[config.mk]
export PLATFORM = sky130hd
export DESIGN_NAME = lrco_cordic_cell
export DESIGN_NICKNAME = d
export VERILOG_FILES = /design/src/lrco_pkg.sv /design/src/lrco_cordic_cell.sv
export SDC_FILE = /design/constraint.sdc
export NUM_CORES = 1
export LEC_CHECK = 0
export BUFFER_PORTS_ARGS = -buffer_cell sky130_fd_sc_hd__buf_4
export CORE_ASPECT_RATIO = 1.5
export CORE_MARGIN = 2
export CORE_UTILIZATION = 35
export DETAILED_ROUTE_END_ITERATION = 8
export PLACE_DENSITY = 0.64
export SETUP_SLACK_MARGIN = 0.1
export SKIP_CTS_REPAIR_TIMING = 1
export SYNTH_ARGS = -nofsm -noshare
export SYNTH_HDL_FRONTEND = slang
export SYNTH_SLANG_ARGS = --single-unit
export TNS_END_PERCENT = 100
[constraint.sdc]
create_clock -name i_clk -period 10.7 [get_ports i_clk]
set_input_delay 3.21 -clock i_clk [delete_from_list [all_inputs] [get_ports i_clk]]
set_output_delay 3.21 -clock i_clk [all_outputs]
set_load 0.05 [all_outputs]
[src/lrco_pkg.sv]
// ----------------------------------------------------------------------------
// lrco_pkg
// Shared constants, the CORDIC angle table and the stage types of the lidar
// ring/column organizer.
// ----------------------------------------------------------------------------
package lrco_pkg;

    // Defaults for the top-level parameters
    localparam int ROWS_DEF       = 64;
    localparam int MAX_WIDTH_DEF  = 4096;
    localparam int ANGLE_BITS_DEF = 16;
    localparam int COORD_BITS_DEF = 32;

    // Fixed widths of the datapath and of the ports
    localparam int DATA_W  = 64;   // CORDIC x/y, holds 2^59 times the gain
    localparam int TURN_W  = 32;   // angle in units of 2^-32 turn
    localparam int RING_W  = 16;
    localparam int COORD_W = 32;
    localparam int COUNT_W = 13;
    localparam int DEST_W  = 18;
    localparam int ATAN_N  = 28;
    localparam int SCALE_TOP = 60; // coordinates are lifted to 2^60 full scale

    localparam logic [TURN_W-1:0] HALF_TURN = 32'h8000_0000;

    // atan(2^-i) as a fraction of a turn, 2^-32 units
    localparam logic [TURN_W-1:0] ATAN_TURN [ATAN_N] = '{
        32'h2000_0000, 32'h12E4_051E, 32'h09FB_385B, 32'h0511_11D4, 32'h028B_0D43,
        32'h0145_D7E1, 32'h00A2_F61E, 32'h0051_7C55, 32'h0028_BE53, 32'h0014_5F2F,
        32'h000A_2F98, 32'h0005_17CC, 32'h0002_8BE6, 32'h0001_45F3, 32'h0000_A2FA,
        32'h0000_517D, 32'h0000_28BE, 32'h0000_145F, 32'h0000_0A30, 32'h0000_0518,
        32'h0000_028C, 32'h0000_0146, 32'h0000_00A3, 32'h0000_0051, 32'h0000_0029,
        32'h0000_0014, 32'h0000_000A, 32'h0000_0005
    };

    // One CORDIC vector moving down the chain
    typedef struct packed {
        logic                     v;
        logic signed [DATA_W-1:0] x;
        logic signed [DATA_W-1:0] y;
        logic [TURN_W-1:0]        z;
    } t_vec;

    // Status and result of the column/index stages
    typedef struct packed {
        logic              valid;
        logic              busy;
        logic [DEST_W-1:0] dest;
    } t_post;

endpackage

[src/lrco_cordic_cell.sv]
// ----------------------------------------------------------------------------
// lrco_cordic_cell
// One vectoring CORDIC micro-rotation with a fixed shift, registered.
// ----------------------------------------------------------------------------
module lrco_cordic_cell import lrco_pkg::*; #(
    parameter int STEP = 0
) (
    input  logic i_clk,
    input  logic i_rst_n,
    input  t_vec i_vec,
    output t_vec o_vec
);

    logic                     r_v;
    logic signed [DATA_W-1:0] r_x;
    logic signed [DATA_W-1:0] r_y;
    logic [TURN_W-1:0]        r_z;
    logic signed [DATA_W-1:0] n_x;
    logic signed [DATA_W-1:0] n_y;
    logic [TURN_W-1:0]        n_z;
    logic signed [DATA_W-1:0] xi;
    logic signed [DATA_W-1:0] yi;
    logic signed [DATA_W-1:0] xs;
    logic signed [DATA_W-1:0] ys;

    assign xi = i_vec.x;
    assign yi = i_vec.y;
    assign xs = xi >>> STEP;
    assign ys = yi >>> STEP;

    // rotate toward the x axis: clockwise while y is positive
    always_comb begin
        if (yi > 0) begin
            n_x = xi + ys;
            n_y = yi - xs;
            n_z = i_vec.z + ATAN_TURN[STEP];
        end else begin
            n_x = xi - ys;
            n_y = yi + xs;
            n_z = i_vec.z - ATAN_TURN[STEP];
        end
    end

    always_ff @(posedge i_clk) begin
        if (!i_rst_n) begin
            r_v <= 1'b0;
        end else begin
            r_v <= i_vec.v;
        end
    end

    always_ff @(posedge i_clk) begin
        r_x <= n_x;
        r_y <= n_y;
        r_z <= n_z;
    end

    assign o_vec.v = r_v;
    assign o_vec.x = r_x;
    assign o_vec.y = r_y;
    assign o_vec.z = r_z;

endmodule

; ---- Yosys cells after proc, flatten, opt, wreduce, memory -nomap -nowiden
; Index checks and enable logic that the tools add are counted.
[word_totals]
regBits = 161
latch_bits = 0
ram_bits = 0
rom_bits = 0
in_bits = 163
out_inout_bits = 161
elab_cells = 13
mem_count = 0
[classes]
addsub = 5
multipliers = 0
div_mod_pow = 0
magnitude_cmp = 1
n_eq_ne = 0
shift = 0
muxes = 3
bitwise_logic = 0
n_reduce_logical = 0
[op_table]
columns = cell, n
row1 = $mux W64, 2
row2 = $sub A64 B64 Y64, 2
row3 = $add A64 B64 Y64, 1
row4 = $gt A64 B1 Y1 const B, 1
row5 = $add A32 B30 Y32 const B, 1
row6 = $mux W32, 1
row7 = $sub A32 B30 Y32 const B, 1

; ---- Logic depth before layout (Yosys ltp)
; Gate-level depths: netlist of the first run.
[depth]
ltp_word = 2
mapped_depth = 14
ltp_nobuf = 13

; ---- Worst setup path before layout of the first run
; Ideal clock, no wire load.
[synth_path]
path_type = input port to flip-flop
start = input i_vec[36] in the netlist's numbering
end = register r_y[59]
setup_time_ns = 0.128
arrival_time_ns = 5.734
t_required_ns = 10.572
setup_slack_ns = 4.838
cell_stages = 13
n_path_buf = 1
path_cell_list = inv_1 -> ha_1 -> buf_6 -> nor2b_4 -> or4_4 -> o2111a_2 -> a21oi_4 -> o21ai_2 -> a2111o_1 -> a311oi_2 -> o21ai_2 -> o2bb2ai_1 -> xnor2_1
[synth_between]
elab_chain_cells = 2
elab_cells_between_ends = 4
[synth_rtl]
columns = element, line_no
row1 = "start, declared", lrco_cordic_cell.sv:10  ; input t_vec i_vec,
row2 = "$add A64 B64 Y64, or another cell as far along", lrco_cordic_cell.sv:39  ; n_y = yi + xs;
row3 = $mux W64 *, lrco_cordic_cell.sv:33  ; if (yi > 0) begin
row4 = via n_y[59], lrco_cordic_cell.sv:19  ; logic signed [DATA_W-1:0] n_y;
row5 = "end signal, assigned", lrco_cordic_cell.sv:54  ; r_y <= n_y;
row6 = "end, declared", lrco_cordic_cell.sv:16  ; logic signed [DATA_W-1:0] r_y;
; Mark *: on every way through the listed nets, which the timed path passes. The rest lies on a longest branch.
; A chain may end at the register's enable or synchronous reset.

; ---- Worst setup path in the final report of the first run
[layout_path]
start = input i_vec[40] in the netlist's numbering
end = register r_x[54]
[layout_between]
elab_chain_cells = 2
elab_cells_between_ends = 4
[layout_rtl]
columns = element, line_no
row1 = "$sub A64 B64 Y64, or another cell as far along", lrco_cordic_cell.sv:38  ; n_x = xi - ys;
row2 = $mux W64 *, lrco_cordic_cell.sv:33
row3 = via n_x[54], lrco_cordic_cell.sv:18  ; logic signed [DATA_W-1:0] n_x;
row4 = "end signal, assigned", lrco_cordic_cell.sv:53  ; r_x <= n_x;
row5 = "end, declared", lrco_cordic_cell.sv:15  ; logic signed [DATA_W-1:0] r_x;
; Marked as above.

==> results of run 1 <==
==> critical path, cell delays in order <==
cell and delay (ps):
sky130_fd_sc_hd__buf_4 130, sky130_fd_sc_hd__inv_1 50, sky130_fd_sc_hd__ha_1 440, sky130_fd_sc_hd__nor3b_1 200, sky130_fd_sc_hd__a2111oi_0 740, sky130_fd_sc_hd__o31ai_1 310
sky130_fd_sc_hd__o31ai_2 500, sky130_fd_sc_hd__nand3_1 340, sky130_fd_sc_hd__a211oi_1 430, sky130_fd_sc_hd__nor2_1 120, sky130_fd_sc_hd__o21ai_0 650, sky130_fd_sc_hd__xnor2_1 200
==> state kept, by name (all words and copies together) (netlist names) <==
name / cells
r_v: 1
r_z: 32
r_x: 64
r_y: 63
==> cell families after synthesis <==
family | after synthesis
compound gates | 771
xor+xnor | 125
buf+inv | 302
simple gates | 606
flops | 160
mux | 26
fa+ha+maj | 194
==> cells in the mapped netlist (16+ instances only) <==
| master | number | share of area, % |
|---|---|---|
| sky130_fd_sc_hd__a21oi_1 | 307 | 9.7 |
| sky130_fd_sc_hd__inv_1 | 200 | 4.7 |
| sky130_fd_sc_hd__nor2_1 | 196 | 4.6 |
| sky130_fd_sc_hd__ha_1 | 190 | 15 |
| sky130_fd_sc_hd__dfxtp_1 | 160 | 20 |
| sky130_fd_sc_hd__o21ai_0 | 158 | 5.0 |
| sky130_fd_sc_hd__nand2_1 | 139 | 3.3 |
| sky130_fd_sc_hd__xnor2_1 | 117 | 6.5 |
| sky130_fd_sc_hd__o21bai_1 | 61 | 2.9 |
| sky130_fd_sc_hd__clkbuf_1 | 60 | 1.4 |
| sky130_fd_sc_hd__nor3_1 | 49 | 1.5 |
| sky130_fd_sc_hd__nand4_1 | 47 | 1.9 |
| sky130_fd_sc_hd__nor4_1 | 43 | 1.7 |
| sky130_fd_sc_hd__o31ai_1 | 41 | 1.9 |
| sky130_fd_sc_hd__a21o_1 | 32 | 1.5 |
| sky130_fd_sc_hd__nand3_1 | 32 | 1.0 |
| sky130_fd_sc_hd__a211oi_1 | 30 | 1.4 |
| sky130_fd_sc_hd__nor2b_1 | 29 | 1.1 |
| sky130_fd_sc_hd__mux2i_1 | 26 | 1.6 |
| sky130_fd_sc_hd__buf_2 | 19 | 0.60 |
| sky130_fd_sc_hd__nand2b_1 | 19 | 0.75 |
| sky130_fd_sc_hd__buf_1 | 16 | 0.38 |
==> layout make-up <==
type	instances	area (um^2)
Clock buffer	21	450
Clock inverter	11	131
Fill cell	4635	25600
Inverter	204	768
Multi-Input combinational cell	1722	11500
Sequential cell	160	3200
Tap cell	582	728
Timing Repair Buffer	332	2490
==> worst min-delay path by stage <==
| stage | to | depth (start not counted) | slack, ps |
|---|---|---|---|
| after floorplan | r_z[0] | 0 | 3240 |
| after global placement | r_z[11] | 1 | 3310 |
| after detailed placement | r_z[11] | 1 | 3320 |
| after CTS | r_z[3] | 1 | 2800 |
| after global routing | r_z[15] | 1 | 2810 |
| final | r_z[14] | 1 | 2820 |
==> metal layers <==
metal  GRT usage (%)  routed length (um)  vias up
met5               0                  13        -
met4            27.5                7760        2
met3            4.53                4740      307
met2            57.0               38500      979
met1            33.3               26900     8411
li1                -                   -     8249
==> power by group through the flow <==
stage                     Clock (mW)  Combinational [mW]  Sequential (mW)
final                          0.646                1.59            0.777
after global routing           0.685                1.66            0.784
after CTS                      0.660                1.57            0.778
after detailed placement           0                1.56            0.789
after global placement             0                1.57            0.791
after floorplan                    0               0.581             1.21
==> through the flow <==
| stage | power [mW] | cells |
|---|---|---|
| 3_5_place_dp | 2.35 | 3000 |
| 5_1_grt | 3.13 | 3032 |
| 2_1_floorplan | 1.79 | 2184 |
| 4_1_cts | 3.01 | 3032 |
| 3_3_place_gp | 2.36 | 3000 |
| 6_report | 3.01 | 3032 |
==> insert_results.sql, run 1 <==
INSERT INTO impl_metrics (metric_group, metric, value, unit) VALUES
('power_and_ir_drop', 'power_per_cell_area', '156', 'nW/um^2'),
('power_and_ir_drop', 'switchingPower', '1.47', 'mW'),
('run', 'drv.max_cap_violation_count', '0', ''),
('sta', 'worstMarginPinSlew', '1120', 'ps'),
('place', 'globalplace.congestion', '1.04', ''),
('layout', 'synth_to_final_area_change', '21.5', '%'),
('power_and_ir_drop', 'switching_part_of_the_total', '48.7', '%'),
('sta', 'final_min_period_over_clock_period', '64.6', '%'),
('grt', 'grt_max_degree', '85', ''),
('sta', 'finalWorstSetupSlack', '3790', 'ps'),
('synthesis', 'synthCells', '2184', ''),
('floorplan', 'io-pin-count', '324', ''),
('layout', 'layout_commonest_cell', 'sky130_fd_sc_hd__buf_4', ''),
('clock_network', 'clkTransAtPathRegs', '70', 'ps'),
('place', 'pre_cts_ws', '3410', 'ps'),
('clock_network', 'numCtsBuffers', '17', ''),
('synthesis', 'synth-edff-count', '0', ''),
('clock_network', 'cts.path.max_buffers', '2', ''),
('layout', 'layout_common_cells', 'sky130_fd_sc_hd__buf_4 (332), sky130_fd_sc_hd__a21oi_1 (307), sky130_fd_sc_hd__inv_1 (199)', ''),
('clock_network', 'clock-sinks', '160', ''),
('grt', 'gr-total-overflow', '0', ''),
('floorplan', 'fp.dieArea', '47100', 'um^2'),
('synthesis', 'avgSynthCellArea', '7.26', 'um^2'),
('synthesis', 'post_synth_xor_area_fraction', '6.90', '%'),
('synthesis', 'synth-seq-area-share', '20.2', '%'),
('sta', 'setup-violations-final', '0', ''),
('critical_path', 'worst_setup_path_endpoint', 'r_x[54]', ''),
('critical_path', 'start_kind', 'input pin', ''),
('critical_path', 'cp_data_arrival_time', '7320', 'ps'),
('synthesis', 'yosys-mux-area-fraction', '1.64', '%'),
('layout', 'final_design_area_no_fill', '19300', 'um^2'),
('route', 'firstDrtPassIters', '5', ''),
('synthesis', 'netlist_area', '15900', 'um^2'),
('run_status', 'status', 'finished, final reports clean', ''),
('synthesis', 'synth-seq-cells', '160', ''),
('route', 'vias', '17900', ''),
('route', 'final_wirelength', '77.9', 'mm'),
('floorplan', 'core_region_area', '44800', 'um^2'),
('floorplan', 'dieHeight', '265', 'um'),
('sta', 'final.setup.tns', '0', 'ps'),
('synthesis', 'ys_dominant_reg_cell', 'sky130_fd_sc_hd__dfxtp_1', ''),
('place', 'place.port_buffers', '323', ''),
('synthesis', 'synth.lib_cells_used.distinct', '83', ''),
('place', 'placement.cell_area', '18700', 'um^2'),
('sta', 'finalHoldViolCount', '0', ''),
('critical_path', 'timing.setup.critical_path_class', 'in -> reg', ''),
('synthesis', 'synth_async_sr_flop_share', '0', '%'),
('clock_network', 'htree_levels', '4', ''),
('sta', 'hold_slack', '2820', 'ps'),
('layout', 'post_route_cells_drive_above_1_share', '16.0', '%'),
('power_and_ir_drop', 'comb_power_share', '52.8', '%'),
('sta', 'max_freq', '0.145', 'GHz'),
('critical_path', 'critical_path_required', '11110', 'ps'),
('route', 'drtAntennaViolNets', '0', ''),
('synthesis', 'synth-compound-area-share', '30.0', '%'),
('clock_network', 'cts_tree', 'yes', ''),
('floorplan', 'floorplan.rows', '95', ''),
('grt', 'grt_use_total', '32.3', '%'),
('min_path', 'timing.hold.worst.class', 'in -> reg', ''),
('synthesis', 'synth.yosys.warnings', '0', ''),
('grt', 'number_of_antenna_violations_at_the_first_check_in_global_routing', '1', ''),
('power_and_ir_drop', 'irDropWorstVdd', '0.000106', 'V'),
('floorplan', 'chipWidth', '178', 'um'),
('synthesis', 'area_share_of_fa_ha_maj_cells_after_synthesis', '15.5', '%'),
('sta', 'finalCriticalPeriod', '6910', 'ps'),
('power_and_ir_drop', 'p_int', '1.54', 'mW'),
('clock_network', 'cts_root_buffer', 'sky130_fd_sc_hd__clkbuf_16', ''),
('critical_path', 'setup.worst_path.start', 'i_vec[40]', ''),
('sta', 'timing.slew.headroom', '24.6', '%'),
('grt', 'grt_pass1_vias', '18000', ''),
('power_and_ir_drop', 'leak_pwr', '8.62', 'nW');
Power figures use the tool's default switching activity.
==> run 2, diff against run 1 <==
--- a/config.mk
+++ b/config.mk
@@ -5,12 +5,13 @@
 export SDC_FILE = /design/constraint.sdc
 export NUM_CORES = 1
 export LEC_CHECK = 0
+export ABC_AREA = 1
 export BUFFER_PORTS_ARGS = -buffer_cell sky130_fd_sc_hd__buf_4
 export CORE_ASPECT_RATIO = 1.5
 export CORE_MARGIN = 2
 export CORE_UTILIZATION = 35
 export DETAILED_ROUTE_END_ITERATION = 8
-export PLACE_DENSITY = 0.64
+export PLACE_DENSITY = 0.63
 export SETUP_SLACK_MARGIN = 0.1
 export SKIP_CTS_REPAIR_TIMING = 1
 export SYNTH_ARGS = -nofsm -noshare
==> constraint.sdc (replaced) <==
create_clock -name i_clk -period 7.01 [get_ports i_clk]
set_input_delay 2.103 -clock i_clk [delete_from_list [all_inputs] [get_ports i_clk]]
set_output_delay 2.103 -clock i_clk [all_outputs]
set_load 0.05 [all_outputs]
==> insert_results.sql, run 2 <==
INSERT INTO impl_metrics (metric_group, metric, value, unit) VALUES
('critical_path', 'setup.worst_path.start', 'i_vec[42]', ''),
('sta', 'grt_setup_unrepaired', 'false', ''),
('clock_network', 'cts.path.max_buffers', '2', ''),
('layout', 'max_flop_register', 'r_x', ''),
('sta', 'finalWorstSetupSlack', '2570', 'ps'),
('critical_path', 'critical-path-top-delay-family', 'simple AND/OR/NAND/NOR gates', ''),
('place', 'globalplace.congestion', '1.04', ''),
('critical_path', 'timing.critical_path.to_type', 'register', ''),
('floorplan', 'floorplan.initialDensity', '35.4', '%'),
('critical_path', 'start_kind', 'input pin', ''),
('place', 'pre_cts_ws', '2210', 'ps'),
('critical_path', 'critical_path_depth', '9', ''),
('sta', 'final.setup.tns', '0', 'ps'),
('grt', 'grt_max_degree', '65', ''),
('sta', 'final_min_period_over_clock_period', '63.3', '%'),
('synthesis', 'synth-seq-area-share', '15.1', '%'),
('synthesis', 'synth-edff-count', '0', ''),
('clock_network', 'numCtsBuffers', '17', ''),
('synthesis', 'avgSynthCellArea', '5.50', 'um^2'),
('place', 'placement.cell_area', '24100', 'um^2'),
('power_and_ir_drop', 'power.share.sequential', '24.2', '%'),
('sta', 'timing.slew.headroom', '41.4', '%'),
('route', 'drt_first_iter_violations', '1861', ''),
('synthesis', 'post-synth-top-area-cell', 'sky130_fd_sc_hd__nand2_1', ''),
('synthesis', 'most_frequent_cell_after_synthesis', 'sky130_fd_sc_hd__nand2_1', ''),
('critical_path', 'worst_setup_path_endpoint', 'r_y[5]', ''),
('clock_network', 'clock-sinks', '160', ''),
('critical_path', 'critical_path_required', '7340', 'ps'),
('power_and_ir_drop', 'irDropWorstVdd', '0.000109', 'V'),
('sta', 'finalCriticalPeriod', '4440', 'ps'),
('grt', 'first_pass_grt_wire_length', '139', 'mm'),
('grt', 'number_of_antenna_violations_at_the_first_check_in_global_routing', '3', ''),
('sta', 'finalHoldViolCount', '0', ''),
('synthesis', 'synth_async_sr_flop_share', '0', '%'),
('power_and_ir_drop', 'power_per_cell_area', '188', 'nW/um^2'),
('synthesis', 'most_used_standard_cells_in_the_synthesized_netlist', 'sky130_fd_sc_hd__nand2_1 (1381), sky130_fd_sc_hd__inv_1 (785), sky130_fd_sc_hd__nand3_1 (303)', ''),
('route', 'vias', '24600', ''),
('clock_network', 'cts_root_buffer', 'sky130_fd_sc_hd__clkbuf_16', ''),
('floorplan', 'io-pin-count', '324', ''),
('synthesis', 'synth.lib_cells_used.distinct', '41', ''),
('sta', 'max_freq', '0.225', 'GHz'),
('critical_path', 'cell_chain_of_the_critical_path', 'buf_4 > nor4_1 > nand4_1 > nor2_1 > nand2_1 > nand2_4 > buf_4 > or2_2 > o21ai_0', ''),
('synthesis', 'synth.yosys.warnings', '0', ''),
('route', 'routed_wire_length_per_instance', '19.8', 'um'),
('power_and_ir_drop', 'leak_pwr', '14.4', 'nW'),
('critical_path', 'worst_path_max_delay_cell', 'sky130_fd_sc_hd__nor4_1', ''),
('clock_network', 'cts_tree', 'yes', ''),
('critical_path', 'timing.setup.critical_path_class', 'in -> reg', ''),
('layout', 'finish.net_count', '4480', ''),
('run', 'drv.max_cap_violation_count', '0', ''),
('place', 'place.port_buffers', '323', ''),
('grt', 'grt_pass1_vias', '23600', ''),
('power_and_ir_drop', 'share_of_total_power_in_the_clock_network', '21.6', '%'),
('layout', 'largest_register_ff_count', '64', ''),
('floorplan', 'core_region_area', '60000', 'um^2'),
('floorplan', 'chipWidth', '205', 'um'),
('power_and_ir_drop', 'switchingPower', '2.34', 'mW'),
('layout', 'fillers', '6922', ''),
('sta', 'hold_slack', '1720', 'ps'),
('clock_network', 'htree_levels', '4', ''),
('synthesis', 'syn-num-nets', '4223', ''),
('clock_network', 'clkTransAtPathRegs', '70', 'ps'),
('route', 'firstDrtPassIters', '7', ''),
('power_and_ir_drop', 'comb_power_share', '54.1', '%'),
('synthesis', 'netlist_area', '21300', 'um^2'),
('route', 'final_wirelength', '97.4', 'mm'),
('synthesis', 'synthCells', '3866', ''),
('route', 'drtAntennaViolNets', '0', ''),
('critical_path', 'cp_data_arrival_time', '4770', 'ps'),
('sta', 'setup-violations-final', '0', ''),
('synthesis', 'synth.area.top_cells', 'sky130_fd_sc_hd__nand2_1 (24%), sky130_fd_sc_hd__dfxtp_1 (15%), sky130_fd_sc_hd__inv_1 (14%), sky130_fd_sc_hd__ha_1 (11%), sky130_fd_sc_hd__nand3_1 (7.1%)', ''),
('critical_path', 'crit_buf_inv', '2', ''),
('sta', 'drv_slew', '0', ''),
('layout', 'biggestRegsByFlops', 'r_x: 64 flops, r_y: 63 flops, r_z: 32 flops', ''),
('power_and_ir_drop', 'p_int', '2.31', 'mW'),
('grt', 'gr-total-overflow', '0', ''),
('layout', 'layout_commonest_cell', 'sky130_fd_sc_hd__nand2_1', ''),
('power_and_ir_drop', 'switching_part_of_the_total', '50.3', '%'),
('floorplan', 'floorplan.rows', '110', ''),
('route', 'vias_per_cell', '4.99', ''),
('layout', 'layout_common_cells', 'sky130_fd_sc_hd__nand2_1 (1381), sky130_fd_sc_hd__inv_1 (785), sky130_fd_sc_hd__buf_4 (327)', ''),
('synthesis', 'synth_top_area_share', '24.4', '%'),
('sta', 'worstMarginPinSlew', '871', 'ps'),
('grt', 'grt_use_total', '30.2', '%'),
('critical_path', 'cpPeakStageDelay', '760', 'ps'),
('layout', 'post_route_cells_drive_above_1_share', '13.0', '%'),
('layout', 'final_design_area_no_fill', '24700', 'um^2'),
('floorplan', 'dieHeight', '306', 'um'),
('critical_path', 'cp_common_cell', 'sky130_fd_sc_hd__buf_4', ''),
('route', 'route.detailed.drc', '0', ''),
('run_status', 'status', 'finished, final reports clean', ''),
('place', 'half_perimeter_wire_length_after_detailed_placement', '85.0', 'mm'),
('synthesis', 'ys_dominant_reg_cell', 'sky130_fd_sc_hd__dfxtp_1', ''),
('synthesis', 'synth-seq-cells', '160', ''),
('critical_path', 'cp_max_fo', '48', ''),
('layout', 'synth_to_final_area_change', '16.2', '%'),
('min_path', 'timing.hold.worst.class', 'in -> reg', ''),
('floorplan', 'fp.dieArea', '62800', 'um^2');
==> run 2: cell types whose count changed in the layout (fill, tap and decap cells not counted), sizes merged, moves of 28 or more <==
cell,change
nand3,+284
inv,+619
xnor2,-113
nor4,-34
nand2,+1284
a21o,-28
o31ai,-42
nor2b,-30
a211oi,-31
a21oi,-114
nor2,+115
xor2,+55
o21bai,-32
==> run 2: cell families (layout without fill, tap and decap cells) <==
kind of cell / Yosys count / count (layout) / synth area share [%]
compound gates: 391 / 391 / 9.83
xor+xnor: 67 / 67 / 2.80
fa+ha+maj: 194 / 194 / 11.6
buf+inv: 902 / 1172 / 17.3
flops: 160 / 160 / 15.1
other cells: 0 / 3 / 0
simple gates: 2152 / 2152 / 43.4
==> run 2: worst min-delay path by stage <==
stage / cells past startpoint / endpoint / startpoint / slack [ps]
after global routing: 1 / r_z[1] / i_vec[1] / 1710
after CTS: 1 / r_z[3] / i_vec[3] / 1700
after floorplan: 0 / r_z[0] / i_vec[0] / 2130
final: 1 / r_z[13] / i_vec[13] / 1720
after detailed placement: 1 / r_z[17] / i_vec[17] / 2210
after global placement: 1 / r_z[8] / i_vec[8] / 2210
==> run 2: metal layers <==
metal  track usage, %  vias to the layer above  wire, um
met4             22.1                        4      7700
met3             3.93                      318      6050
met2             54.5                     1051     48200
met5                0                        -        23
li1                 -                    12200         -
met1             31.8                    11000     35400
==> run 2: final cells by class <==
class / count / area [um^2] / area share [%]
sequential: 160 / 3200 / 13.0
clock buffer: 19 / 443 / 1.79
clock inverter: 13 / 165 / 0.669
inverter: 812 / 3050 / 12.3
multi-input combinational: 2804 / 14400 / 58.2
antenna: 3 / 7.51 / 0.0304
tap: 784 / 981 / 3.97
timing repair buffer: 328 / 2470 / 10.0
==> run 2: power by group through the flow <==
stage / registers, mW / logic, mW / clock network, mW
CTS: 1.13 / 2.50 / 1.03
finish: 1.13 / 2.52 / 1.01
global route: 1.14 / 2.69 / 1.07
floorplan: 1.65 / 1.13 / 0
detailed placement: 1.15 / 2.49 / 0
global placement: 1.16 / 2.49 / 0
==> run 2: through the flow <==
stage                     power (mW)  util, %  std cells
after detailed placement        3.65     40.1       4888
final                           4.65     41.2       4923
after floorplan                 2.78        -       3866
after CTS                       4.67     41.2       4920
after global placement          3.65     40.1       4888
after global routing            4.90     41.2       4920
