==> config.mk <==
export PLATFORM = sky130hd
export DESIGN_NAME = lrco_post
export DESIGN_NICKNAME = d
export VERILOG_FILES = /design/src/lrco_pkg.sv /design/src/lrco_post.sv
export SDC_FILE = /design/constraint.sdc
export NUM_CORES = 1
export LEC_CHECK = 0
export BUFFER_PORTS_ARGS = -buffer_cell sky130_fd_sc_hd__buf_4
export CAP_MARGIN = 20
export CORE_ASPECT_RATIO = 1.75
export CORE_MARGIN = 1.5
export CORE_UTILIZATION = 69
export CTS_CLUSTER_DIAMETER = 40
export DETAILED_ROUTE_END_ITERATION = 12
export PLACE_DENSITY = 0.89
export SYNTH_ARGS = -nofsm -noshare
export SYNTH_HDL_FRONTEND = slang
export SYNTH_SLANG_ARGS = --single-unit
==> constraint.sdc <==
create_clock -name i_clk -period 20.6 [get_ports i_clk]
set_clock_uncertainty 0.15 [all_clocks]
set_input_delay 3.09 -clock i_clk [delete_from_list [all_inputs] [get_ports i_clk]]
set_output_delay 3.09 -clock i_clk [all_outputs]
set_load 0.02 [all_outputs]
==> src/lrco_pkg.sv <==
// ----------------------------------------------------------------------------
// lrco_pkg
// Shared constants, the CORDIC angle table and the stage types of the lidar
// ring/column organizer.
// ----------------------------------------------------------------------------
package lrco_pkg;

    // Defaults for the top-level parameters
    localparam int ROWS_DEF       = 64;
    localparam int MAX_WIDTH_DEF  = 4096;
    localparam int ANGLE_BITS_DEF = 16;
    localparam int COORD_BITS_DEF = 32;

    // Fixed widths of the datapath and of the ports
    localparam int DATA_W  = 64;   // CORDIC x/y, holds 2^59 times the gain
    localparam int TURN_W  = 32;   // angle in units of 2^-32 turn
    localparam int RING_W  = 16;
    localparam int COORD_W = 32;
    localparam int COUNT_W = 13;
    localparam int DEST_W  = 18;
    localparam int ATAN_N  = 28;
    localparam int SCALE_TOP = 60; // coordinates are lifted to 2^60 full scale

    localparam logic [TURN_W-1:0] HALF_TURN = 32'h8000_0000;

    // atan(2^-i) as a fraction of a turn, 2^-32 units
    localparam logic [TURN_W-1:0] ATAN_TURN [ATAN_N] = '{
        32'h2000_0000, 32'h12E4_051E, 32'h09FB_385B, 32'h0511_11D4, 32'h028B_0D43,
        32'h0145_D7E1, 32'h00A2_F61E, 32'h0051_7C55, 32'h0028_BE53, 32'h0014_5F2F,
        32'h000A_2F98, 32'h0005_17CC, 32'h0002_8BE6, 32'h0001_45F3, 32'h0000_A2FA,
        32'h0000_517D, 32'h0000_28BE, 32'h0000_145F, 32'h0000_0A30, 32'h0000_0518,
        32'h0000_028C, 32'h0000_0146, 32'h0000_00A3, 32'h0000_0051, 32'h0000_0029,
        32'h0000_0014, 32'h0000_000A, 32'h0000_0005
    };

    // One CORDIC vector moving down the chain
    typedef struct packed {
        logic                     v;
        logic signed [DATA_W-1:0] x;
        logic signed [DATA_W-1:0] y;
        logic [TURN_W-1:0]        z;
    } t_vec;

    // Status and result of the column/index stages
    typedef struct packed {
        logic              valid;
        logic              busy;
        logic [DEST_W-1:0] dest;
    } t_post;

endpackage

==> src/lrco_post.sv <==
// ----------------------------------------------------------------------------
// lrco_post
// Turn fraction to column and row-major slot: rounding, two products,
// column rounding and wrap, final index add.
// ----------------------------------------------------------------------------
module lrco_post import lrco_pkg::*; #(
    parameter int ROWS       = ROWS_DEF,
    parameter int MAX_WIDTH  = MAX_WIDTH_DEF,
    parameter int ANGLE_BITS = ANGLE_BITS_DEF
) (
    input  logic                               i_clk,
    input  logic                               i_rst_n,
    input  logic                               i_valid,
    input  logic [TURN_W-1:0]                  i_z,
    input  logic                               i_origin,
    input  logic [$clog2(MAX_WIDTH+1)-1:0]     i_width,
    input  logic [$clog2(ROWS)-1:0]            i_row,
    output t_post                              o_post
);

    localparam int WIDTH_W = $clog2(MAX_WIDTH + 1);
    localparam int ROW_W   = $clog2(ROWS);
    localparam int A_W     = ANGLE_BITS + 1;
    localparam int PA_W    = A_W + WIDTH_W;
    localparam int PR_W    = ROW_W + WIDTH_W;

    logic [TURN_W-1:0]  turn;
    logic [TURN_W:0]    a_sum;
    logic [A_W-1:0]     a_frac;
    logic [PA_W:0]      col_sum;
    logic [WIDTH_W:0]   col_raw;
    logic [WIDTH_W-1:0] n_col;
    logic [PR_W:0]      dest_sum;

    logic               r1_v;
    logic [PA_W-1:0]    r1_pa;
    logic [PR_W-1:0]    r1_pr;
    logic               r2_v;
    logic [WIDTH_W-1:0] r2_col;
    logic [PR_W-1:0]    r2_pr;

    // atan2 + half a turn; the origin reads as exactly half a turn
    always_comb begin
        turn   = i_origin ? HALF_TURN : i_z + HALF_TURN;
        a_sum  = {1'b0, turn} + ((TURN_W+1)'(1) << (TURN_W - 1 - ANGLE_BITS));
        a_frac = A_W'(a_sum >> (TURN_W - ANGLE_BITS));
    end

    // round the scaled fraction to a column, wrap the far edge to zero
    always_comb begin
        col_sum = (PA_W+1)'(r1_pa) + ((PA_W+1)'(1) << (ANGLE_BITS - 1));
        col_raw = (WIDTH_W+1)'(col_sum >> ANGLE_BITS);
        if (col_raw >= (WIDTH_W+1)'(i_width)) begin
            n_col = WIDTH_W'(col_raw - (WIDTH_W+1)'(i_width));
        end else begin
            n_col = WIDTH_W'(col_raw);
        end
    end

    always_ff @(posedge i_clk) begin
        if (!i_rst_n) begin
            r1_v <= 1'b0;
            r2_v <= 1'b0;
        end else begin
            r1_v <= i_valid;
            r2_v <= r1_v;
        end
    end

    always_ff @(posedge i_clk) begin
        r1_pa  <= PA_W'(a_frac) * PA_W'(i_width);
        r1_pr  <= PR_W'(i_row) * PR_W'(i_width);
        r2_col <= n_col;
        r2_pr  <= r1_pr;
    end

    assign dest_sum = (PR_W+1)'(r2_pr) + (PR_W+1)'(r2_col);

    assign o_post.valid = r2_v;
    assign o_post.busy  = r1_v | r2_v;
    assign o_post.dest  = DEST_W'(dest_sum);

endmodule

Word level (Yosys, flattened, before mapping)

Index checks and enable logic that the tools add are counted.

Flip-flop bits (word level): 81
Input port bits: 55
Output and inout bits: 20
Word-level logic and storage cells: 17

Add/sub/neg operators: 5
$mul: 2
Magnitude comparators: 1
Muxes and demuxes: 2
Bitwise operators: 1

Operators with widths:

| operator               | number |
|---|---|
| $add 32x16->33 const B | 1 |
| $add 32x32->32 const B | 1 |
| $mux 32                | 1 |
| $add 30x16->30 const B | 1 |
| $mul 17x13->30         | 1 |
| $add 18x13->18         | 1 |
| $mul 6x13->18          | 1 |
| $ge 14x13->1           | 1 |
| $mux 13                | 1 |
| $sub 13x13->13         | 1 |
| $or 1x1->1             | 1 |

Longest topological paths before layout

Gate-level depths: netlist of the first run.

Depth in word-level cells: 4
Mapped depth: 27

Worst setup path after synthesis of the first run

No wires, ideal clock.

Path kind: input -> register
Start point: input port i_origin
End point: register r1_pa[27]
Library setup time: 0.123 ns
Arrival time: 9.095 ns
Data required time: 20.327 ns
Setup slack: 11.232 ns
Stages on the path: 25
Path buffers: 2
Cell sequence: clkbuf_1 > buf_1 > nor2b_1 > ha_1 > nand4_1 > nor2_1 > xnor2_1 > nor2_1 > nand2_1 > fa_1 > inv_1 > fa_1 > fa_1 > fa_1 > inv_1 > fa_1 > inv_1 > ha_1 > a21o_1 > a21o_1 > a21oi_1 > o31ai_4 > a211oi_1 > o21bai_1 > xor2_1

Longest elaborated chain between the ends: 3

Ends and longest elaborated chain:

| item                 | RTL line        | RTL |
|---|---|---|
| start, declared      | lrco_post.sv:15 | `input logic i_origin,` |
| $mux 32              | lrco_post.sv:44 | `turn = i_origin ? HALF_TURN : i_z + HALF_TURN;` |
| $add 32x16->33       | lrco_post.sv:45 | `a_sum = {1'b0, turn} + ((TURN_W+1)'(1) << (TURN_W - 1 - ANGLE_BITS));` |
| $mul 17x13->30       | lrco_post.sv:71 | `r1_pa <= PA_W'(a_frac) * PA_W'(i_width);` |
| end signal, assigned | lrco_post.sv:71 |  |
| end, declared        | lrco_post.sv:36 | `logic [PA_W-1:0] r1_pa;` |

Every way passes these cells.
A chain may end at the register's enable or synchronous reset.

Worst setup path in the final report of the first run

Start point: input port i_origin
End point: register r1_pa[25]

The elaborated chain is that of the path after synthesis.

==> impl_metrics.py, run 1 <==
metrics = {
    "floorplanning": {
        "die-height_um": 177,
        "std_cell_rows": 63,
        "dieArea_mm2": 0.0182,
        "io_pins": 75,
        "initial_core_util_pct": 70.8,
        "die_w_um": 103,
        "core_area_mm2": 0.0169,
    },
    "critical_path": {
        "critPathBufInv": 4,
        "critPathKind": "in -> reg",
        "critPathMaxFanout": 76,
        "arrival_ns": 10.41,
        "critPathMaxStageDelay_ns": 0.63,
        "worst_path_max_delay_cell": "xnor2_1",
        "cpMostUsedCell": "fa_1",
        "cpLargestDelayFamily": "adder cells",
        "end_kind": "flop",
        "cp.required_ns": 20.72,
        "cp-start-kind": "input port",
    },
    "global_routing": {
        "top_usage_layer": "met2",
        "grt_pass1_vias": 10700,
        "met2_usage_pct": 61.8,
        "met3_usage_pct": 8.19,
        "gr-total-overflow": 0,
        "grt_max_degree": 77,
        "grt_pass1_wl_um": 49200,
        "use_met1_pct": 36.0,
        "grt_antenna_before_repair": 0,
        "grtUsageTotal_pct": 36.0,
    },
    "job": {
        "maxCapViolations": 0,
    },
    "clocking": {
        "clk_pin_slew_worst_paths_ns": 0.06,
        "clk_root_buffer_cell": "clkbuf_16",
        "clock_sinks": 66,
        "htree_num_levels": 3,
        "post-cts-setup-buffers": 0,
        "cts_tree": "built",
        "numCtsBuffers": 9,
        "clock_latency_ns": 0.34,
        "cts.path.max_buffers": 2,
        "postCtsResizedCells": 0,
        "holdBufCountCts": 0,
    },
    "finish": {
        "fin_nets": 1775,
        "fin_util_pct": 75.9,
        "final_area_mm2": 0.0129,
        "area_growth_pct": 7.22,
        "n_fill_cell": 1126,
        "drive_gt1_share_pct": 7.84,
        "n_antenna_cell": 0,
    },
    "yosys": {
        "syn_area_mm2": 0.0120,
        "avgSynthCellArea_um2": 8.86,
        "synth.most_common_cell": "inv_1",
        "synth_top_area_share_pct": 35.0,
        "synth_edf_count": 0,
        "synth_top_area_cell": "fa_1",
        "synth.distinct_cells": 64,
        "synth_area_leaders": "fa_1 35%, ha_1 13%, dfxtp_1 11%, inv_1 7.9%, nand2_1 6.0%",
        "async_flop_share_pct": 0,
        "synthFlopType": "dfxtp_1",
        "synth_common_cells": "251 x inv_1, 210 x fa_1, 193 x nand2_1",
        "yosysSeqAreaShare_pct": 11.0,
        "synthCells": 1354,
        "yosys_warnings": 0,
        "synth-seq-cells": 66,
        "syn_nets": 1744,
    },
    "timing": {
        "layout_min_cycle_time_ns": 10.30,
        "tns_ns": 0,
        "rsz0062_at_grt": "false",
        "relSlewSlack_pct": 35.0,
        "finalCritPeriodShare_pct": 50.0,
        "hold_viol": 0,
        "fmax_mhz": 97.1,
        "drv_slew": 0,
        "worst_pin_slew_ns": 0.968,
        "setup_viol": 0,
    },
    "pwr": {
        "switchingPower_w": 0.000777,
        "internal_power_w": 0.000762,
        "powerDensity_mw_per_mm2": 120,
        "power_frac_seq_pct": 14.9,
        "ir_worst_vdd_mv": 0.122,
        "swShare_pct": 50.5,
        "power_frac_comb_pct": 75.8,
        "pwr-share-clk_pct": 9.3,
        "p_leak_nw": 6.48,
    },
    "min_path": {
        "hold_path_class": "reg -> reg",
    },
    "detailed_routing": {
        "drcViolationCount": 0,
        "drtIter0Drc": 608,
        "antenna_left": 0,
        "firstDrtPassIters": 5,
        "wl_per_cell_um": 18.6,
        "via_per_inst": 6.00,
        "vias": 9696,
        "drt-total-wl_um": 30100,
    },
    "run_status": {
        "outcome": "completed",
    },
    "place": {
        "dpl.hpwl_um": 23900,
        "gp_congestion": 0.932,
        "placed_area_mm2": 0.0126,
        "io_buffers": 59,
    },
}
-- worst register-to-register path, stage by stage, from the launching register on --
cell	delay (ns)
dfxtp_1	0.36
ha_1	0.23
inv_1	0.06
nor2_1	0.34
nand2_1	0.12
xnor2_1	0.23
ha_1	0.33
a21oi_1	0.17
nor2b_1	0.06
o21ai_0	0.14
o211ai_1	0.22
nor2_1	0.20
o21ai_0	0.11
a211o_1	0.55
mux2_4	0.40
-- layer usage --
metal  vias to the layer above  share of wire, %
met5                         -                 0
met4                         0               8.9
met3                       171               8.7
met2                       557                51
met1                      4702                31
li1                       4266                 -
-- logic make-up after synthesis --
group	after synthesis	share of synthesized area, %
simple gates	445	17.8
compound gates	114	6.51
flops	66	11.0
fa+ha+maj	335	48.1
buf+inv	300	9.49
xor+xnor	81	5.91
mux	13	1.24
-- area by class of cell --
class / instances / area [um2] / area share [%]
flip-flops and latches: 66 / 1320 / 10.3
inverters: 256 / 961 / 7.47
multi-input cells: 988 / 9540 / 74.1
repair buffers: 64 / 480 / 3.74
well taps: 227 / 284 / 2.21
clock buffers: 9 / 225 / 1.75
clock inverters: 7 / 53.8 / 0.418
-- cells in the final DEF, fill, tap and decap left out, drive strengths merged, types with 3 or more instances in the layout --
cell,count
and3,9
and2,80
clkinv,6
a21boi,4
nor2,47
a211oi,5
clkbuf,9
a21o,17
or2,4
a31o,4
fa,210
o21a,6
o21ai,21
nand2b,3
o311ai,3
nor2b,9
nand4,10
nor4,3
buf,64
nand3,17
inv,254
nor3b,4
a21oi,30
dfxtp,66
clkinvlp,3
mux2,12
nor3,63
nand2,193
o211ai,3
o21bai,8
ha,125
xnor2,50
xor2,31
-- sequential cells by signal, summed over array words and instances (netlist names) --
signal,flops
r1_pa,15
r1_pr,18
r1_v,1
r2_col,13
r2_pr,18
r2_v,1
-- power by group through the flow --
stage	combinational, W	sequential, W	clock [W]
floorplan	0.000819	0.000217	0
global placement	0.00109	0.000226	0
detailed placement	0.00114	0.000229	0
CTS	0.00115	0.000227	0.000144
global route	0.00129	0.000234	0.000151
finish	0.00117	0.000229	0.000144
-- stage by stage --
step | hold WS (ns) | total power, W | setup WS [ns] | instances
3_3_place_gp | 0.161 | 0.00131 | 10.21 | 1601
5_1_grt | 0.178 | 0.00168 | 9.92 | 1617
3_5_place_dp | 0.162 | 0.00137 | 10.08 | 1601
2_1_floorplan | 0.160 | 0.00104 | 11.23 | 1354
4_1_cts | 0.175 | 0.00152 | 10.41 | 1617
6_report | 0.174 | 0.00154 | 10.30 | 1617
-- worst paths after layout --
kind                                         from                  to  slack [ns]  cells after the start
worst max-delay path                     i_origin   r1_pa[25]$_DFF_P_       10.30                     25
worst min-delay path             r1_pr[1]$_DFF_P_    r2_pr[1]$_DFF_P_        0.17                      0
worst max register to register  r1_pa[15]$_DFF_P_  r2_col[11]$_DFF_P_       16.82                     14
worst min register to register   r1_pr[1]$_DFF_P_    r2_pr[1]$_DFF_P_        0.17                      0
(Power assumes the default switching activity.)
==> run 2: changes to the inputs <==
CORE_UTILIZATION = 64   (was 69)
PLACE_DENSITY = 0.83   (was 0.89)
clock period = 10.4 ns   (was 20.6 ns; I/O delays follow)
==> impl_metrics.py, run 2 (same netlist as run 1, synthesis figures left out) <==
metrics = {
    "critical_path": {
        "arrival_ns": 8.37,
        "timing.rr.end": "r2_col[11]$_DFF_P_",
        "critPathMaxFanout": 8,
        "worst_path_max_delay_cell": "nor2_1",
        "rrSetupSlack_ns": 6.71,
        "cp.required_ns": 10.47,
        "cpMostUsedCell": "fa_1",
        "critPathKind": "in -> reg",
        "cp-start-kind": "input port",
        "reg2reg_from": "r1_pa[15]$_DFF_P_",
        "worst-r2r-cell-count": 14,
        "critPathMaxStageDelay_ns": 0.62,
        "end_kind": "flop",
    },
    "place": {
        "dpl_worst_slack_ns": 1.82,
        "gp_congestion": 0.937,
        "io_buffers": 59,
        "dpl.hpwl_um": 23300,
    },
    "floorplanning": {
        "core_area_mm2": 0.0185,
        "std_cell_rows": 66,
        "die_w_um": 107,
        "io_pins": 75,
        "die-height_um": 184,
        "dieArea_mm2": 0.0196,
        "initial_core_util_pct": 64.9,
    },
    "global_routing": {
        "gr-total-overflow": 0,
        "grt_pass1_wl_um": 48200,
        "grtUsageTotal_pct": 32.0,
        "grt_antenna_before_repair": 0,
        "grt_max_degree": 73,
        "grt_pass1_vias": 10400,
    },
    "detailed_routing": {
        "wl_per_cell_um": 18.0,
        "antenna_left": 0,
        "drtIter0Drc": 629,
        "firstDrtPassIters": 5,
        "via_per_inst": 5.96,
        "drt-total-wl_um": 29400,
        "drcViolationCount": 0,
        "vias": 9722,
    },
    "timing": {
        "tns_ns": 0,
        "relSlewSlack_pct": 44.1,
        "setup_slack_ns": 2.10,
        "fmax_mhz": 121,
        "worst_hold_slack_ns": 0.175,
        "worst_pin_slew_ns": 0.832,
        "setup_viol": 0,
        "layout_min_cycle_time_ns": 8.30,
        "rsz0062_at_grt": "false",
        "drv_slew": 0,
        "hold_viol": 0,
        "finalCritPeriodShare_pct": 79.8,
    },
    "pwr": {
        "p_leak_nw": 6.52,
        "total_power_w": 0.00305,
        "powerDensity_mw_per_mm2": 236,
        "ir_worst_vdd_mv": 0.292,
    },
    "clocking": {
        "cts.path.max_buffers": 2,
        "holdBufCountCts": 0,
        "postCtsResizedCells": 0,
        "numCtsBuffers": 9,
        "clock_latency_ns": 0.34,
        "clk_pin_slew_worst_paths_ns": 0.06,
        "htree_num_levels": 3,
        "post-cts-setup-buffers": 0,
        "clock_sinks": 66,
        "clk_root_buffer_cell": "clkbuf_16",
        "cts_tree": "built",
    },
    "min_path": {
        "min-delay-start": "r1_pr[15]$_DFF_P_",
        "whs_endpoint": "r2_pr[15]$_DFF_P_",
        "hold_depth": 0,
        "hold_path_class": "reg -> reg",
    },
    "finish": {
        "fin_nets": 1777,
        "drive_gt1_share_pct": 7.97,
        "layout_commonest_cell": "inv_1",
        "layout_common_cells": "251 x inv_1, 210 x fa_1, 193 x nand2_1, 125 x ha_1, 80 x and2_1",
        "fin_util_pct": 70.0,
        "area_growth_pct": 7.85,
        "n_antenna_cell": 0,
        "top_regs": "r1_pr x18, r2_pr x18, r1_pa x15",
    },
    "run_status": {
        "outcome": "completed",
    },
    "job": {
        "maxCapViolations": 0,
    },
}
-- run 2: area by class of cell --
class	count	area, um2
sequential	66	1320
timing repair buffer	66	495
clock buffer	9	225
fill	1426	5560
multi-input combinational	988	9540
clock inverter	7	101
tap	238	298
inverter	256	961
-- run 2: critical path, delay by kind of cell --
kind / cells / cell delay, ns
xor gates and xnor gates: 2 / 0.36
adders and majority gates: 6 / 2.97
and+or+nand+nor: 7 / 1.92
AOI/OAI and AO/OA: 6 / 1.32
buffers and inverters: 4 / 0.25
-- run 2: routing by layer --
| metal | global-route usage [%] | vias to the layer above | wire [um] |
|---|---|---|---|
| met1 | 32.5 | 4766 | 9300 |
| met2 | 59.8 | 500 | 15700 |
| met3 | 4.67 | 173 | 2110 |
| met5 | 0 | - | 0 |
| met4 | 21.2 | 0 | 2340 |
| li1 | - | 4283 | - |
-- run 2: worst max-delay path by stage --
stage	start	end	slack (ns)	depth (start not counted)
2_1_floorplan	i_origin	r1_pa[27]$_DFF_P_	2.56	25
3_3_place_gp	i_z[17]	r1_pa[27]$_DFF_P_	1.88	25
5_1_grt	i_z[17]	r1_pa[27]$_DFF_P_	1.75	25
4_1_cts	i_z[17]	r1_pa[25]$_DFF_P_	2.15	25
6_report	i_z[17]	r1_pa[27]$_DFF_P_	2.10	25
3_5_place_dp	i_z[17]	r1_pa[25]$_DFF_P_	1.82	25
-- run 2: power breakdown --
group          total (W)  internal (W)  switching, W  leakage, nW
clock network   0.000334      0.000211      0.000122        0.152
logic            0.00227      0.000954       0.00131         5.81
registers       0.000451      0.000386     0.0000651        0.555
-- run 2: stage by stage --
stage               instances  instance area (um2)
floorplan                1354                12000
global placement         1614                12600
detailed placement       1614                12600
CTS                      1630                12900
global route             1630                12900
finish                   1630                12900
==> run 3: changes to the inputs <==
ABC_AREA = 1   (was unset)
clock period = 8.1 ns   (was 10.4 ns; I/O delays follow)
==> impl_metrics.py, run 3 <==
metrics = {
    "finish": {
        "top_regs": "r1_pr x18, r2_pr x18, r1_pa x15",
        "drive_gt1_share_pct": 5.76,
        "n_antenna_cell": 0,
        "layout_common_cells": "411 x nand2_1, 383 x inv_1, 210 x fa_1, 176 x nor2_1, 125 x ha_1",
        "fin_nets": 2156,
        "layout_commonest_cell": "nand2_1",
        "n_fill_cell": 1671,
        "area_growth_pct": 7.09,
    },
    "detailed_routing": {
        "wl_per_cell_um": 17.5,
        "drt-total-wl_um": 35300,
        "via_per_inst": 5.68,
        "drcViolationCount": 0,
        "antenna_left": 0,
        "vias": 11400,
        "drtIter0Drc": 670,
        "firstDrtPassIters": 6,
    },
    "min_path": {
        "min-delay-start": "r1_pr[6]$_DFF_P_",
        "whs_endpoint": "r2_pr[6]$_DFF_P_",
        "hold_path_class": "reg -> reg",
        "hold_depth": 0,
    },
    "clocking": {
        "cts.path.max_buffers": 2,
        "numCtsBuffers": 9,
        "htree_num_levels": 3,
        "clock_sinks": 66,
        "postCtsResizedCells": 0,
        "cts_tree": "built",
        "holdBufCountCts": 0,
        "clk_pin_slew_worst_paths_ns": 0.06,
        "clk_root_buffer_cell": "clkbuf_16",
        "clock_latency_ns": 0.33,
        "post-cts-setup-buffers": 0,
    },
    "yosys": {
        "synth_xor_area_share_pct": 4.58,
        "synth_top_family_by_area": "adder cells",
        "synth_edf_count": 0,
        "synth.distinct_cells": 43,
        "yosysSeqAreaShare_pct": 10.2,
        "synthCells": 1734,
        "synth-adder-area-share_pct": 44.5,
        "syn_area_mm2": 0.0130,
        "synth_simple_gate_area_share_pct": 22.7,
        "synth-seq-cells": 66,
        "yosys_warnings": 0,
        "synthFlopType": "dfxtp_1",
        "syn_nets": 2124,
        "synth_area_leaders": "fa_1 32%, ha_1 12%, nand2_1 12%, inv_1 11%, dfxtp_1 10%",
        "synth_top_area_cell": "fa_1",
        "synth_compound_area_share_pct": 5.43,
        "avgSynthCellArea_um2": 7.47,
        "synthMuxAreaShare_pct": 0,
        "synth.most_common_cell": "nand2_1",
        "synth_common_cells": "411 x nand2_1, 383 x inv_1, 210 x fa_1",
        "synth_top_area_share_pct": 32.4,
        "async_flop_share_pct": 0,
    },
    "pwr": {
        "powerDensity_mw_per_mm2": 314,
        "swShare_pct": 54.1,
        "pwr-share-clk_pct": 9.7,
        "switchingPower_w": 0.00236,
        "power_frac_comb_pct": 77.1,
        "ir_worst_vdd_mv": 0.366,
        "power_frac_seq_pct": 13.2,
        "p_leak_nw": 7.78,
        "internal_power_w": 0.00200,
    },
    "job": {
        "maxCapViolations": 0,
    },
    "floorplanning": {
        "initial_core_util_pct": 65.4,
        "die-height_um": 191,
        "io_pins": 75,
        "die_w_um": 111,
        "dieArea_mm2": 0.0211,
        "core_area_mm2": 0.0198,
        "std_cell_rows": 68,
    },
    "critical_path": {
        "critPathMaxStageDelay_ns": 0.55,
        "arrival_ns": 7.54,
        "cp.required_ns": 8.18,
        "critPathMaxFanout": 16,
        "critPathBufInv": 7,
        "end_kind": "flop",
        "cpMostUsedCell": "nand2_1",
        "cp-start-kind": "input port",
        "timing.rr.end": "r2_col[9]$_DFF_P_",
        "worst_path_max_delay_cell": "fa_1",
        "worst-r2r-cell-count": 17,
        "rrSetupSlack_ns": 4.47,
        "reg2reg_from": "r1_pa[21]$_DFF_P_",
        "critPathKind": "in -> reg",
        "cpLargestDelayFamily": "adder cells",
    },
    "place": {
        "dpl_worst_slack_ns": 0.327,
        "io_buffers": 59,
        "dpl.hpwl_um": 29500,
        "gp_congestion": 0.965,
    },
    "global_routing": {
        "grt_max_degree": 24,
        "met3_usage_pct": 3.77,
        "grtUsageTotal_pct": 34.6,
        "gr-total-overflow": 0,
        "top_usage_layer": "met2",
        "grt_pass1_vias": 12000,
        "use_met1_pct": 33.8,
        "met2_usage_pct": 65.8,
        "grt_antenna_before_repair": 0,
        "grt_pass1_wl_um": 57400,
    },
    "timing": {
        "fmax_mhz": 134,
        "layout_min_cycle_time_ns": 7.47,
        "tns_ns": 0,
        "relSlewSlack_pct": 50.4,
        "rsz0062_at_grt": "false",
        "setup_viol": 0,
        "hold_viol": 0,
        "finalCritPeriodShare_pct": 92.2,
        "setup_slack_ns": 0.634,
        "worst_pin_slew_ns": 0.743,
        "drv_slew": 0,
    },
    "run_status": {
        "outcome": "completed",
    },
}
-- run 3: cell types whose count changed after synthesis, moves of 9 or more --
cell     previous run  this run
nand2_1           193       411
o21ai_0            19        30
inv_1             251       383
nand3_1            17        72
nor3_1             63        17
xor2_1             31        50
mux2_2              9         0
xnor2_1            50        14
nor2_1             46       176
a21oi_1            30        51
and2_1             80         0
-- run 3: worst max-delay path by stage --
stage              from           endpoint  slack (ns)  cells after the start
2_1_floorplan  i_origin  r1_pa[28]$_DFF_P_        1.05                     34
3_3_place_gp   i_origin  r1_pa[28]$_DFF_P_        0.41                     33
3_5_place_dp   i_origin  r1_pa[28]$_DFF_P_        0.33                     33
4_1_cts        i_origin  r1_pa[28]$_DFF_P_        0.65                     33
5_1_grt        i_origin  r1_pa[29]$_DFF_P_        0.20                     33
6_report       i_origin  r1_pa[28]$_DFF_P_        0.63                     33
-- run 3: kinds of logic after synthesis --
kind of cell               count (synthesis)
adders and majority gates                335
AOI/OAI and AO/OA                        122
xor gates and xnor gates                  66
and+or+nand+nor                          717
DFF                                       66
buffers and inverters                    428
-- run 3: routing by layer --
| metal | wire, um | vias to the layer above |
|---|---|---|
| met5 | 0 | - |
| met1 | 11200 | 5477 |
| met3 | 1750 | 199 |
| met2 | 19200 | 497 |
| met4 | 3140 | 0 |
| li1 | - | 5276 |
-- run 3: layout make-up --
class / count / area, um2 / area share, %
flip-flops and latches: 66 / 1320 / 9.52
repair buffers: 62 / 465 / 3.35
clock buffers: 9 / 225 / 1.62
multi-input cells: 1240 / 10000 / 72.1
clock inverters: 7 / 103 / 0.739
well taps: 245 / 307 / 2.21
inverters: 387 / 1450 / 10.5
-- run 3: per-stage QoR --
step           hold WS (ns)  std cells  power [W]  util, %  cell area [um2]
6_report              0.171       2016    0.00436     70.0            13900
5_1_grt               0.175       2016    0.00475     70.0            13900
4_1_cts               0.172       2016    0.00436     70.0            13900
3_5_place_dp          0.162       2000    0.00390     68.3            13500
3_3_place_gp          0.161       2000    0.00386     68.3            13500
2_1_floorplan         0.160       1734    0.00290        -            13000
-- run 3: worst reg2reg max path, stage by stage (launching register included) --
cell and delay, ns:
dfxtp_1 0.33, inv_1 0.08, nor4_1 0.41, nand2_1 0.15, xor2_1 0.21, inv_1 0.09, ha_1 0.35, a21o_1 0.20
a21oi_1 0.16, o21ai_0 0.19, nand2_1 0.10, nand2_1 0.08, nand2_1 0.07, nand2_1 0.04, nand2_1 0.31, nand2_1 0.37
nand2_1 0.16, nand2_1 0.06
-- run 3: power by group through the flow --
stage / registers (W) / clock network (W) / logic, W
5_1_grt: 0.000590 / 0.000443 / 0.00372
6_report: 0.000575 / 0.000425 / 0.00336
3_5_place_dp: 0.000582 / 0 / 0.00332
4_1_cts: 0.000576 / 0.000427 / 0.00335
2_1_floorplan: 0.000547 / 0 / 0.00235
3_3_place_gp: 0.000579 / 0 / 0.00328
